[config.mk]
export PLATFORM = sky130hd
export DESIGN_NAME = field_type_classifier
export DESIGN_NICKNAME = d
export VERILOG_FILES = /design/src/rtl/ftc_pkg.sv /design/src/rtl/field_type_classifier.sv /design/src/rtl/ftc_lexer.sv
export SDC_FILE = /design/constraint.sdc
export NUM_CORES = 1
export LEC_CHECK = 0
export BUFFER_PORTS_ARGS = -buffer_cell sky130_fd_sc_hd__buf_2
export CELL_PAD_IN_SITES_DETAIL_PLACEMENT = 0
export CELL_PAD_IN_SITES_GLOBAL_PLACEMENT = 1
export CORE_UTILIZATION = 45
export DETAILED_ROUTE_END_ITERATION = 10
export PLACE_DENSITY_LB_ADDON = 0.1
export SETUP_SLACK_MARGIN = 0.15
export SYNTH_ARGS = -nofsm -noshare
export SYNTH_HDL_FRONTEND = slang
export SYNTH_SLANG_ARGS = --single-unit
[constraint.sdc]
create_clock -name aclk -period 2.69 [get_ports aclk]
set_clock_uncertainty 0.2 [all_clocks]
set_input_delay 0.807 -clock aclk [delete_from_list [all_inputs] [get_ports aclk]]
set_output_delay 0.807 -clock aclk [all_outputs]
set_load 0.02 [all_outputs]
[src/rtl/ftc_pkg.sv]
// Shared types, character codes and keyword tables for the field type classifier.
// No dependencies; used by ftc_lexer and field_type_classifier.
`default_nettype none

package ftc_pkg;

    typedef enum logic [2:0] {
        TYPE_EMPTY  = 3'd0,
        TYPE_UINT   = 3'd1,
        TYPE_SINT   = 3'd2,
        TYPE_FLOAT  = 3'd3,
        TYPE_BOOL   = 3'd4,
        TYPE_STRING = 3'd5
    } field_type_t;

    typedef struct packed {
        logic       step;
        logic       eof;
        logic [7:0] ch;
    } lex_step_t;

    localparam logic [7:0] CH_PLUS    = 8'h2B;
    localparam logic [7:0] CH_MINUS   = 8'h2D;
    localparam logic [7:0] CH_POINT   = 8'h2E;
    localparam logic [7:0] CH_ZERO    = 8'h30;
    localparam logic [7:0] CH_NINE    = 8'h39;
    localparam logic [7:0] CH_E_LOWER = 8'h65;
    localparam logic [7:0] CH_E_UPPER = 8'h45;

    localparam logic [2:0] TRUE_LEN   = 3'd4;
    localparam logic [2:0] FALSE_LEN  = 3'd5;
    localparam logic [2:0] COUNT_MAX  = 3'd7;

    function automatic logic is_digit(input logic [7:0] c);
        return (c >= CH_ZERO) && (c <= CH_NINE);
    endfunction

    function automatic logic is_sign(input logic [7:0] c);
        return (c == CH_PLUS) || (c == CH_MINUS);
    endfunction

    function automatic logic is_exp(input logic [7:0] c);
        return (c == CH_E_LOWER) || (c == CH_E_UPPER);
    endfunction

    function automatic logic [7:0] true_char(input logic [1:0] idx);
        logic [7:0] c;
        case (idx)
            2'd0:    c = 8'h54;
            2'd1:    c = 8'h72;
            2'd2:    c = 8'h75;
            default: c = 8'h65;
        endcase
        return c;
    endfunction

    function automatic logic [7:0] false_char(input logic [2:0] idx);
        logic [7:0] c;
        case (idx)
            3'd0:    c = 8'h46;
            3'd1:    c = 8'h61;
            3'd2:    c = 8'h6C;
            3'd3:    c = 8'h73;
            3'd4:    c = 8'h65;
            default: c = 8'h00;
        endcase
        return c;
    endfunction

endpackage

`default_nettype wire

[src/rtl/field_type_classifier.sv]
// Field type classifier top level: input register, lexer, result register.
// Depends on ftc_pkg and ftc_lexer.
//
// Usage:
//   The s_ channel carries one item per character of a text field
//   (s_ch, s_end_of_field = 0), closed by one terminator item
//   (s_end_of_field = 1). The m_ channel carries one item per field,
//   m_field_type: 0 empty, 1 unsigned int, 2 signed int, 3 float,
//   4 bool, 5 string.
//   Throughput: one item per cycle while no result is held by a low
//   m_ready, set by the single lexer step between the input register and
//   the result register. A terminator passes from the input register
//   into the result register, which drives m_valid. Character items never
//   wait for the m_ channel. While a result is held by a low m_ready, a
//   terminator in the input register waits there and holds s_ready low.
//   Reset (aresetn low, synchronous) empties both registers and returns the
//   lexer to its empty-field state.
`default_nettype none

module field_type_classifier (
    input  wire logic       aclk,
    input  wire logic       aresetn,
    input  wire logic       s_valid,
    output logic            s_ready,
    input  wire logic [7:0] s_ch,
    input  wire logic       s_end_of_field,
    output logic            m_valid,
    input  wire logic       m_ready,
    output logic [2:0]      m_field_type
);

    logic                 in_valid_reg;
    logic [7:0]           ch_reg;
    logic                 eof_reg;
    logic                 out_valid_reg;
    ftc_pkg::field_type_t type_reg;

    logic                 out_free;
    logic                 advance;
    ftc_pkg::lex_step_t   step;
    ftc_pkg::field_type_t lex_type;

    assign out_free = !out_valid_reg || m_ready;
    assign advance  = in_valid_reg && (!eof_reg || out_free);
    assign s_ready  = !in_valid_reg || advance;

    assign step.step = advance;
    assign step.eof  = eof_reg;
    assign step.ch   = ch_reg;

    ftc_lexer u_lexer (
        .aclk       (aclk),
        .aresetn    (aresetn),
        .step_in    (step),
        .field_type (lex_type)
    );

    always_ff @(posedge aclk) begin
        if (!aresetn) begin
            in_valid_reg <= 1'b0;
        end else if (s_ready) begin
            in_valid_reg <= s_valid;
        end
        if (s_ready && s_valid) begin
            ch_reg  <= s_ch;
            eof_reg <= s_end_of_field;
        end
    end

    always_ff @(posedge aclk) begin
        if (!aresetn) begin
            out_valid_reg <= 1'b0;
        end else if (advance && eof_reg) begin
            out_valid_reg <= 1'b1;
        end else if (m_ready) begin
            out_valid_reg <= 1'b0;
        end
        if (advance && eof_reg) begin
            type_reg <= lex_type;
        end
    end

    assign m_valid      = out_valid_reg;
    assign m_field_type = type_reg;

    a_term_to_result: assert property (@(posedge aclk) disable iff (!aresetn)
        advance && eof_reg |=> m_valid)
        else $error("terminator step did not load a result");

    a_stall_cause: assert property (@(posedge aclk) disable iff (!aresetn)
        !s_ready |-> in_valid_reg && eof_reg && m_valid && !m_ready)
        else $error("input stalled without a blocked terminator");

    a_reset_empty: assert property (@(posedge aclk)
        !aresetn |=> !m_valid && !in_valid_reg)
        else $error("registers not empty after reset");

    a_type_range: assert property (@(posedge aclk) disable iff (!aresetn)
        m_valid |-> m_field_type <= ftc_pkg::TYPE_STRING)
        else $error("result type code out of range");

endmodule

`default_nettype wire

[src/rtl/ftc_lexer.sv]
// Number-syntax state machine and keyword match for one field.
// Depends on ftc_pkg; instantiated by field_type_classifier.
`default_nettype none

module ftc_lexer (
    input  wire logic               aclk,
    input  wire logic               aresetn,
    input  wire ftc_pkg::lex_step_t step_in,
    output ftc_pkg::field_type_t    field_type
);

    typedef enum logic [3:0] {
        LEX_START   = 4'd0,
        LEX_SIGN    = 4'd1,
        LEX_INT     = 4'd2,
        LEX_POINT   = 4'd3,
        LEX_FRAC    = 4'd4,
        LEX_EXPE    = 4'd5,
        LEX_EXPSIGN = 4'd6,
        LEX_EXP     = 4'd7,
        LEX_STRING  = 4'd8
    } lex_state_t;

    lex_state_t state_reg, state_next;
    logic       seen_sign_reg, seen_sign_next;
    logic       seen_digit_reg, seen_digit_next;
    logic [2:0] count_reg, count_next;
    logic       true_reg, true_next;
    logic       false_reg, false_next;

    logic [7:0] c;
    logic       c_digit;
    logic       c_sign;
    logic       c_exp;
    logic       c_point;

    assign c       = step_in.ch;
    assign c_digit = ftc_pkg::is_digit(c);
    assign c_sign  = ftc_pkg::is_sign(c);
    assign c_exp   = ftc_pkg::is_exp(c);
    assign c_point = (c == ftc_pkg::CH_POINT);

    always_comb begin
        state_next      = LEX_STRING;
        seen_sign_next  = seen_sign_reg;
        seen_digit_next = seen_digit_reg;
        unique case (state_reg)
            LEX_START: begin
                if (c_sign) begin
                    seen_sign_next = 1'b1;
                    state_next     = LEX_SIGN;
                end else if (c_digit) begin
                    seen_digit_next = 1'b1;
                    state_next      = LEX_INT;
                end else if (c_point) begin
                    state_next = LEX_POINT;
                end
            end
            LEX_SIGN: begin
                if (c_digit) begin
                    seen_digit_next = 1'b1;
                    state_next      = LEX_INT;
                end else if (c_point) begin
                    state_next = LEX_POINT;
                end
            end
            LEX_INT: begin
                if (c_digit) begin
                    seen_digit_next = 1'b1;
                    state_next      = LEX_INT;
                end else if (c_point) begin
                    state_next = LEX_POINT;
                end else if (c_exp) begin
                    state_next = LEX_EXPE;
                end
            end
            LEX_POINT, LEX_FRAC: begin
                if (c_digit) begin
                    seen_digit_next = 1'b1;
                    state_next      = LEX_FRAC;
                end else if (c_exp) begin
                    state_next = LEX_EXPE;
                end
            end
            LEX_EXPE: begin
                if (c_sign) begin
                    state_next = LEX_EXPSIGN;
                end else if (c_digit) begin
                    state_next = LEX_EXP;
                end
            end
            LEX_EXPSIGN, LEX_EXP: begin
                if (c_digit) begin
                    state_next = LEX_EXP;
                end
            end
            default: begin
                state_next = LEX_STRING;
            end
        endcase
    end

    always_comb begin
        if (count_reg < ftc_pkg::TRUE_LEN) begin
            true_next = true_reg && (c == ftc_pkg::true_char(count_reg[1:0]));
        end else begin
            true_next = 1'b0;
        end
        if (count_reg < ftc_pkg::FALSE_LEN) begin
            false_next = false_reg && (c == ftc_pkg::false_char(count_reg));
        end else begin
            false_next = 1'b0;
        end
        if (count_reg < ftc_pkg::COUNT_MAX) begin
            count_next = count_reg + 3'd1;
        end else begin
            count_next = count_reg;
        end
    end

    always_comb begin
        unique case (state_reg)
            LEX_START: begin
                field_type = ftc_pkg::TYPE_EMPTY;
            end
            LEX_INT: begin
                field_type = seen_sign_reg ? ftc_pkg::TYPE_SINT : ftc_pkg::TYPE_UINT;
            end
            LEX_FRAC: begin
                field_type = ftc_pkg::TYPE_FLOAT;
            end
            LEX_POINT, LEX_EXPE, LEX_EXPSIGN, LEX_EXP: begin
                field_type = seen_digit_reg ? ftc_pkg::TYPE_FLOAT : ftc_pkg::TYPE_STRING;
            end
            LEX_STRING: begin
                if ((true_reg && count_reg == ftc_pkg::TRUE_LEN)
                        || (false_reg && count_reg == ftc_pkg::FALSE_LEN)) begin
                    field_type = ftc_pkg::TYPE_BOOL;
                end else begin
                    field_type = ftc_pkg::TYPE_STRING;
                end
            end
            default: begin
                field_type = ftc_pkg::TYPE_STRING;
            end
        endcase
    end

    // Close the field on reset or a terminator, otherwise advance on the character.
    always_ff @(posedge aclk) begin
        if (!aresetn || (step_in.step && step_in.eof)) begin
            state_reg      <= LEX_START;
            seen_sign_reg  <= 1'b0;
            seen_digit_reg <= 1'b0;
            count_reg      <= 3'd0;
            true_reg       <= 1'b1;
            false_reg      <= 1'b1;
        end else if (step_in.step) begin
            state_reg      <= state_next;
            seen_sign_reg  <= seen_sign_next;
            seen_digit_reg <= seen_digit_next;
            count_reg      <= count_next;
            true_reg       <= true_next;
            false_reg      <= false_next;
        end
    end

endmodule

`default_nettype wire
==> flow_summary_export.csv, run 1 <==
group,metric,value,unit
die,fp.dieH,62.8,um
critical_path,cp-start-kind,"input pin",
clock_network,cts_hold_buf,0,
critical_path,end_kind,"output pin",
die,die_w,62.8,um
placed_design,dpl.cell_count,231,
sta,finalCritPeriodShare,0.889,
grt,grt_pass1_wl,6020,um
route,drc,0,
logic_synthesis,syn_area,0.00167,mm^2
route,routed_wirelength,3330,um
finish,drive_gt1_frac,0.164,
placed_design,dp_hpwl,2430,um
route,ant_nets,0,
die,coreArea,0.00344,mm^2
sta,worst_slew_margin_rel,0.428,
finish,fin_cells,235,
logic_synthesis,syn_nets,197,
critical_path,required,1.68,ns
die,dieArea,0.00395,mm^2
die,num_rows,21,
clock_network,clk_path_buf_depth,2,
logic_synthesis,synth_edf_count,12,
sta,worst_pin_slew,0.854,ns
sta,setup_slack,0.297,ns
logic_synthesis,yosysSeqAreaShare,0.373,
sta,slew_violations,0,
sta,period_minus_slack,2.39,ns
outcome,outcome,"finished clean",
clock_network,cts-resized-gates,0,
power,powerDensity,429,mW/mm^2
die,ios,18,
logic_synthesis,yosysMostFrequentCell,"nor2_1",
placed_design,port_buffers,17,
die,start_util,0.484,
logic_synthesis,yosysWarnings,0,
logic_synthesis,synth_cell_types,59,
run,cap_violations,0,
clock_network,htree_levels,1,
clock_network,clk_latency,0.27,ns
route,wl_per_cell,14.2,um
clock_network,cts-root-buf,"clkbuf_8",
clock_network,tritoncts,"done",
finish,fin_util,0.522,
logic_synthesis,yosys-top-cells-count,"20 x nor2_1, 13 x dfxtp_1, 12 x edfxtp_1",
power,max-vdd-ir-drop,347,uV
placed_design,dp_slack,0.308,ns
grt,antenna_found_initial,0,
critical_path,startpoint,"m_ready",
sta,finalSetupViolCount,0,
logic_synthesis,synth_top_area_cell,"edfxtp_1",
critical_path,arrival,1.39,ns
logic_synthesis,synth_area_leaders,"edfxtp_1 22%, dfxtp_1 16%, ha_1 6.0%, nor2_1 4.5%, a21oi_1 3.3%",
finish,largest_reg_flops,8,
clock_network,post_cts_buffers,0,
finish,area_growth,7.89,%
logic_synthesis,avgSynthCellArea,9.46,um^2
placed_design,gp_congestion,0.844,
logic_synthesis,synthFlopType,"dfxtp_1",
logic_synthesis,synth-seq-cells,25,
clock_network,clock_sinks,25,
logic_synthesis,syn_inst,176,
finish,fill_cells,329,
clock_network,numCtsBuffers,3,
critical_path,timing_worst_setup_path_type,"in2out",
sta,fmax,0.418,GHz
sta,hold_viol,0,
grt,grtUsageTotal,0.190,
grt,grt_max_degree,17,
min_path,hp-class,"reg2reg",
critical_path,cp_max_fo,3,
finish,nNetsFinal,211,
logic_synthesis,synth.top_cell.area_share,0.216,
route,dr.pass1.iters,4,
logic_synthesis,async_flop_share,0,
power,cellLeakagePower,0.665,nW
route,vias,1370,
route,drtIter0Drc,79,
min_path,hp-start,"u_lexer.true_reg$_SDFFE_PP1P_",
sta,setup_tns,0,ns
sta,rsz0062_at_grt,"false",
route,vias_per_cell,5.83,
critical_path,timing.rr.start,"u_lexer.count_reg[0]$_SDFFE_PP0P_",
finish,num_antenna_cells,0,
grt,grt_overflow,0,
grt,grt_pass1_vias,1312,
clock_network,clk_pin_slew,0.09,ns
==> cells in the final DEF, fill, tap and decap left out, types with 4 or more instances in the layout <==
cell      count
a21oi_1      11
nor2_1       20
nor2b_1       4
a31oi_1       5
dfxtp_1      13
ha_1          8
edfxtp_1     12
o21ai_0       9
nand2_1       7
inv_1         4
buf_2        17
==> path summary, 6_finish.rpt <==
kind,cells after the start,endpoint,slack [ns]
worst min-delay path,1,u_lexer.true_reg$_SDFFE_PP1P_,0.27
worst max register to register,7,u_lexer.false_reg$_SDFFE_PP1P_,0.43
worst min register to register,1,u_lexer.true_reg$_SDFFE_PP1P_,0.27
worst max-delay path,4,s_ready,0.30
==> critical path, stage by stage <==
cell	delay, ns
buf_2	0.10
nor2b_1	0.18
nand3_1	0.11
buf_2	0.18
==> layout make-up <==
cell class | count | area (um^2) | share of cell area
clock buffers | 3 | 41.3 | 0.0230
clock inverters | 1 | 5.00 | 0.00279
inverters | 5 | 18.8 | 0.0104
multi-input cells | 138 | 968 | 0.539
flip-flops and latches | 25 | 621 | 0.345
well taps | 46 | 57.6 | 0.0320
repair buffers | 17 | 85.1 | 0.0474
==> power by group <==
part	internal, W	switching, W
Combinational	0.0000491	0.0000520
Sequential	0.000415	0.0000262
Clock	0.000104	0.000124
==> stage by stage <==
stage                     power, W  area, um^2  hold WS, ns
after floorplan           0.000523        1670        0.227
after global placement    0.000549        1750        0.236
after detailed placement  0.000550        1750        0.249
after CTS                 0.000770        1800        0.269
after global routing      0.000813        1800        0.291
final                     0.000770        1800        0.270
==> cell families after synthesis <==
kind of cell / Yosys count / share of synthesized area
and+or+nand+nor: 63 / 0.226
DFF: 25 / 0.373
xor gates and xnor gates: 7 / 0.0413
AOI/OAI and AO/OA: 59 / 0.248
muxes: 1 / 0.00601
buffers and inverters: 13 / 0.0458
adders and majority gates: 8 / 0.0601
==> layer usage <==
layer	wire length, um	track usage
met5	0	0
met4	38	0.0552
met3	165	0.0310
met2	1490	0.302
met1	1630	0.264
Note: power is estimated with default switching activity, not from simulation.
==> run 2: changes to the inputs <==
- TNS_END_PERCENT: unset -> 10
- clock period: 2.69 -> 2.4 ns (I/O delays scaled with it)
==> flow_summary_export.csv, run 2 (same netlist as run 1, synthesis figures left out) <==
group,metric,value,unit
clock_network,tritoncts,"done",
critical_path,cp-start-kind,"input pin",
power,powerDensity,471,mW/mm^2
die,coreArea,0.00344,mm^2
grt,grt_overflow,0,
critical_path,cp_max_fo,3,
route,vias,1388,
route,wl_met3,180,um
sta,period_minus_slack,2.19,ns
placed_design,dpl.cell_count,234,
min_path,hp-start,"u_lexer.true_reg$_SDFFE_PP1P_",
sta,worst_slew_margin_rel,0.416,
finish,fin_cells,238,
clock_network,cts_hold_buf,0,
route,ant_nets,0,
clock_network,htree_levels,1,
sta,fmax,0.456,GHz
outcome,outcome,"finished clean",
placed_design,port_buffers,17,
die,start_util,0.484,
finish,nNetsFinal,214,
placed_design,gp_congestion,0.821,
route,routed_wirelength,3510,um
critical_path,path_common_cell,"buf_2",
route,vias_per_cell,5.83,
die,ios,18,
finish,layout_commonest_cell,"nor2_1",
route,top_layer,"met4",
power,max-vdd-ir-drop,281,uV
sta,hold_viol,0,
die,dieArea,0.00395,mm^2
route,drc,0,
die,num_rows,21,
min_path,hp-class,"reg2reg",
sta,rsz0062_at_grt,"false",
clock_network,numCtsBuffers,3,
sta,finalCritPeriodShare,0.913,
route,dr.pass1.iters,4,
clock_network,clock_sinks,25,
sta,setup_slack,0.208,ns
route,wl_met2,1590,um
sta,slew_violations,0,
clock_network,post_cts_buffers,0,
critical_path,timing.rr.start,"u_lexer.count_reg[0]$_SDFFE_PP0P_",
clock_network,cts-resized-gates,1,
clock_network,cts-root-buf,"clkbuf_8",
critical_path,end_kind,"output pin",
power,cellLeakagePower,0.682,nW
die,fp.dieH,62.8,um
critical_path,timing_worst_setup_path_type,"in2out",
finish,num_antenna_cells,0,
critical_path,critical_path_buf_inv_count,2,
sta,setup_tns,0,ns
finish,drive_gt1_frac,0.182,
critical_path,startpoint,"m_ready",
sta,worst_pin_slew,0.873,ns
grt,grtUsageTotal,0.199,
critical_path,crit_slowest_cell,"buf_2",
critical_path,crit_chain,"buf_2 > nor2b_2 > nand3_1 > buf_2",
route,wl_per_cell,14.7,um
placed_design,place_area,0.00177,mm^2
grt,grt_pass1_wl,6350,um
critical_path,cp_top_family,"buffers and inverters",
die,die_w,62.8,um
run,cap_violations,0,
critical_path,required,1.48,ns
grt,grt_max_degree,17,
finish,area_growth,9.39,%
grt,grt_pass1_vias,1386,
critical_path,cp_slowest_stage_delay,0.18,ns
placed_design,dp_hpwl,2620,um
grt,antenna_found_initial,0,
route,drtIter0Drc,112,
critical_path,arrival,1.27,ns
clock_network,clk_latency,0.26,ns
sta,finalSetupViolCount,0,
finish,largest_reg_flops,8,
finish,final_cell_mix,"20 x nor2_1, 17 x buf_2, 13 x dfxtp_1, 12 x edfxtp_1, 11 x a21oi_1",
clock_network,clk_pin_slew,0.09,ns
clock_network,clk_path_buf_depth,2,
finish,final_area,0.00182,mm^2
placed_design,dp_slack,0.156,ns
route,met1Wirelength,1710,um
[run 2: cell types whose count changed in the layout (fill, tap and decap cells not counted)]
cell	change
nor2b_2	+1
buf_4	+3
nor2b_1	-1
[run 2: path summary, 6_finish.rpt]
path	slack (ns)	to	depth (start not counted)
max reg2reg	0.31	u_lexer.false_reg$_SDFFE_PP1P_	7
min	0.26	u_lexer.true_reg$_SDFFE_PP1P_	1
max	0.21	s_ready	4
min reg2reg	0.26	u_lexer.true_reg$_SDFFE_PP1P_	1
[run 2: worst reg2reg max path, delay by kind of cell (launching register included)]
kind            cells  cell delay (ns)
buf+inv             1             0.16
flops               1             0.32
xor+xnor            1             0.13
fa+ha+maj           1             0.25
simple gates        2             0.43
compound gates      2             0.49
[run 2: through the flow]
stage / utilization / hold slack, ns / power (W)
6_report: 0.529 / 0.260 / 0.000858
5_1_grt: 0.529 / 0.279 / 0.000908
4_1_cts: 0.529 / 0.261 / 0.000868
3_5_place_dp: 0.515 / 0.240 / 0.000620
3_3_place_gp: 0.515 / 0.240 / 0.000618
2_1_floorplan: - / 0.227 / 0.000586
[run 2: power by group]
group | leakage, nW | internal, W | total (W) | switching, W
logic | 0.434 | 0.0000573 | 0.000120 | 0.0000623
clock network | 0.0255 | 0.000116 | 0.000247 | 0.000131
registers | 0.222 | 0.000466 | 0.000492 | 0.0000265
total | 0.682 | 0.000639 | 0.000858 | 0.000220
[run 2: area by class of cell]
cell class / count / area, um^2
clock inverter: 1 / 5.00
clock buffer: 3 / 41.3
inverter: 5 / 18.8
tap: 46 / 57.6
timing repair buffer: 20 / 108
sequential: 25 / 621
fill: 326 / 1620
multi-input combinational: 138 / 971
[run 2: routing by layer]
layer | global-route usage | vias to the layer above
met5 | 0 | -
met4 | 0.0465 | 0
met3 | 0.0328 | 2
met2 | 0.321 | 38
met1 | 0.275 | 654
li1 | - | 694
==> run 3: changes to the inputs <==
==> constraint.sdc (replaced) <==
create_clock -name aclk -period 2.4 [get_ports aclk]
set_clock_uncertainty 0.2 [all_clocks]
set_input_delay 0.12 -clock aclk [delete_from_list [all_inputs] [get_ports aclk]]
set_output_delay 0.12 -clock aclk [all_outputs]
set_load 0.02 [all_outputs]
==> flow_summary_export.csv, run 3 (same netlist as run 1, synthesis figures left out) <==
group,metric,value,unit
critical_path,cp_max_fo,8,
sta,worst_pin_slew,0.859,ns
sta,setup_tns,0,ns
finish,final_cell_mix,"20 x nor2_1, 17 x buf_2, 13 x dlygate4sd3_1, 12 x edfxtp_1",
sta,fmax,0.470,GHz
critical_path,arrival,2.10,ns
die,start_util,0.484,
route,wl_per_cell,14.8,um
sta,worst_slew_margin_rel,0.425,
placed_design,port_buffers,17,
clock_network,htree_levels,1,
grt,grt_pass1_vias,1348,
min_path,hold_end,"u_lexer.count_reg[2]$_SDFFE_PP0P_",
critical_path,required,2.37,ns
sta,slew_violations,0,
min_path,min_path_cells,6,
route,drtIter0Drc,63,
outcome,outcome,"finished clean",
sta,rsz0062_at_grt,"false",
finish,num_antenna_cells,0,
critical_path,timing_worst_setup_path_type,"reg2reg",
sta,finalSetupViolCount,0,
critical_path,crit_chain,"inv_1 > ha_1 > or3_1 > a21oi_1 > xnor2_1 > nor3_1 > a221o_1",
clock_network,clk_pin_slew,0.10,ns
placed_design,gp_congestion,0.837,
finish,layout_commonest_cell,"nor2_1",
die,fp.dieH,62.8,um
placed_design,dp_slack,0.186,ns
clock_network,clock_sinks,25,
finish,fin_util,0.566,
critical_path,timing.rr.start,"u_lexer.count_reg[0]$_SDFFE_PP0P_",
route,dr.pass1.iters,4,
finish,drive_gt1_frac,0.172,
route,routed_wirelength,3700,um
run,cap_violations,0,
clock_network,numCtsBuffers,3,
placed_design,dp_hpwl,2540,um
critical_path,reg2reg_depth,7,
finish,nNetsFinal,226,
sta,timing.hold.ws,0.234,ns
critical_path,cp-start-kind,"flop",
critical_path,r2r_end,"u_lexer.false_reg$_SDFFE_PP1P_",
min_path,hp-class,"in2reg",
grt,grt_max_degree,16,
sta,period_minus_slack,2.13,ns
critical_path,crit_slowest_cell,"dfxtp_2",
grt,grt_overflow,0,
die,num_rows,21,
grt,grtUsageTotal,0.200,
critical_path,cp_top_family,"compound AO/OA/AOI/OAI gates",
route,vias,1449,
min_path,hp-start,"m_ready",
sta,finalCritPeriodShare,0.886,
route,drc,0,
die,die_w,62.8,um
clock_network,cts-root-buf,"clkbuf_8",
finish,area_growth,17.1,%
die,coreArea,0.00344,mm^2
grt,grt_pass1_wl,6310,um
critical_path,cp_slowest_stage_delay,0.41,ns
die,ios,18,
power,max-vdd-ir-drop,348,uV
power,powerDensity,459,mW/mm^2
power,cellLeakagePower,0.732,nW
grt,antenna_found_initial,0,
route,ant_nets,0,
finish,fill_cells,318,
finish,largest_reg_flops,8,
clock_network,clk_latency,0.27,ns
critical_path,end_kind,"flop",
critical_path,r2r_slack,0.27,ns
clock_network,tritoncts,"done",
die,dieArea,0.00395,mm^2
sta,setup_slack,0.273,ns
sta,hold_viol,0,
critical_path,critical_path_buf_inv_count,1,
clock_network,clk_path_buf_depth,2,
route,vias_per_cell,5.80,
critical_path,cp.depth,7,
## run 3: worst max-delay path by stage
stage,start,endpoint,slack [ns]
4_1_cts,u_lexer.count_reg[0]$_SDFFE_PP0P_,u_lexer.false_reg$_SDFFE_PP1P_,0.16
2_1_floorplan,u_lexer.count_reg[0]$_SDFFE_PP0P_,u_lexer.false_reg$_SDFFE_PP1P_,0.35
6_report,u_lexer.count_reg[0]$_SDFFE_PP0P_,u_lexer.false_reg$_SDFFE_PP1P_,0.27
3_5_place_dp,u_lexer.count_reg[0]$_SDFFE_PP0P_,u_lexer.false_reg$_SDFFE_PP1P_,0.19
3_3_place_gp,u_lexer.count_reg[0]$_SDFFE_PP0P_,u_lexer.false_reg$_SDFFE_PP1P_,0.27
5_1_grt,u_lexer.count_reg[0]$_SDFFE_PP0P_,u_lexer.false_reg$_SDFFE_PP1P_,0.15
## run 3: layout make-up
class	instances	area [um^2]	share of cell area
multi-input cells	138	968	0.497
flip-flops and latches	25	626	0.321
repair buffers	32	230	0.118
well taps	46	57.6	0.0295
clock buffers	3	41.3	0.0212
inverters	5	18.8	0.00963
clock inverters	1	7.51	0.00385
## run 3: metrics by stage
step / std cells / total power, W / area, um^2
after global placement: 233 / 0.000617 / 1770
final: 250 / 0.000894 / 1950
after floorplan: 176 / 0.000586 / 1670
after CTS: 250 / 0.000899 / 1940
after detailed placement: 233 / 0.000619 / 1770
after global routing: 250 / 0.000935 / 1950
## run 3: metal layers
layer	GRT usage	up-vias	part of all wire
li1	-	717	-
met1	0.273	681	0.47
met2	0.332	49	0.47
met3	0.0310	2	0.046
met4	0.0407	0	0.0054
met5	0	-	0
## run 3: tightest hold or removal path, delay by kind of cell
kind | cells | cell delay [ns]
and+or+nand+nor | 3 | 0.31
AOI/OAI and AO/OA | 2 | 0.16
buffers and inverters | 1 | 0.09
## run 3: where the power goes
group          total (W)  switching [W]  internal, W  leakage, nW
Combinational   0.000133      0.0000637    0.0000697        0.487
Sequential      0.000494      0.0000286     0.000465        0.223
Clock           0.000267       0.000149     0.000118       0.0217
Total           0.000894       0.000242     0.000653        0.732
## run 3: what timing repair did
item                                    in CTS  in global routing
hold endpoints to repair                    11                  0
buffers inserted                             0                  0
resized for setup                            0                  3
hold buffers                                13                  0
endpoints found under the setup margin       0                  1
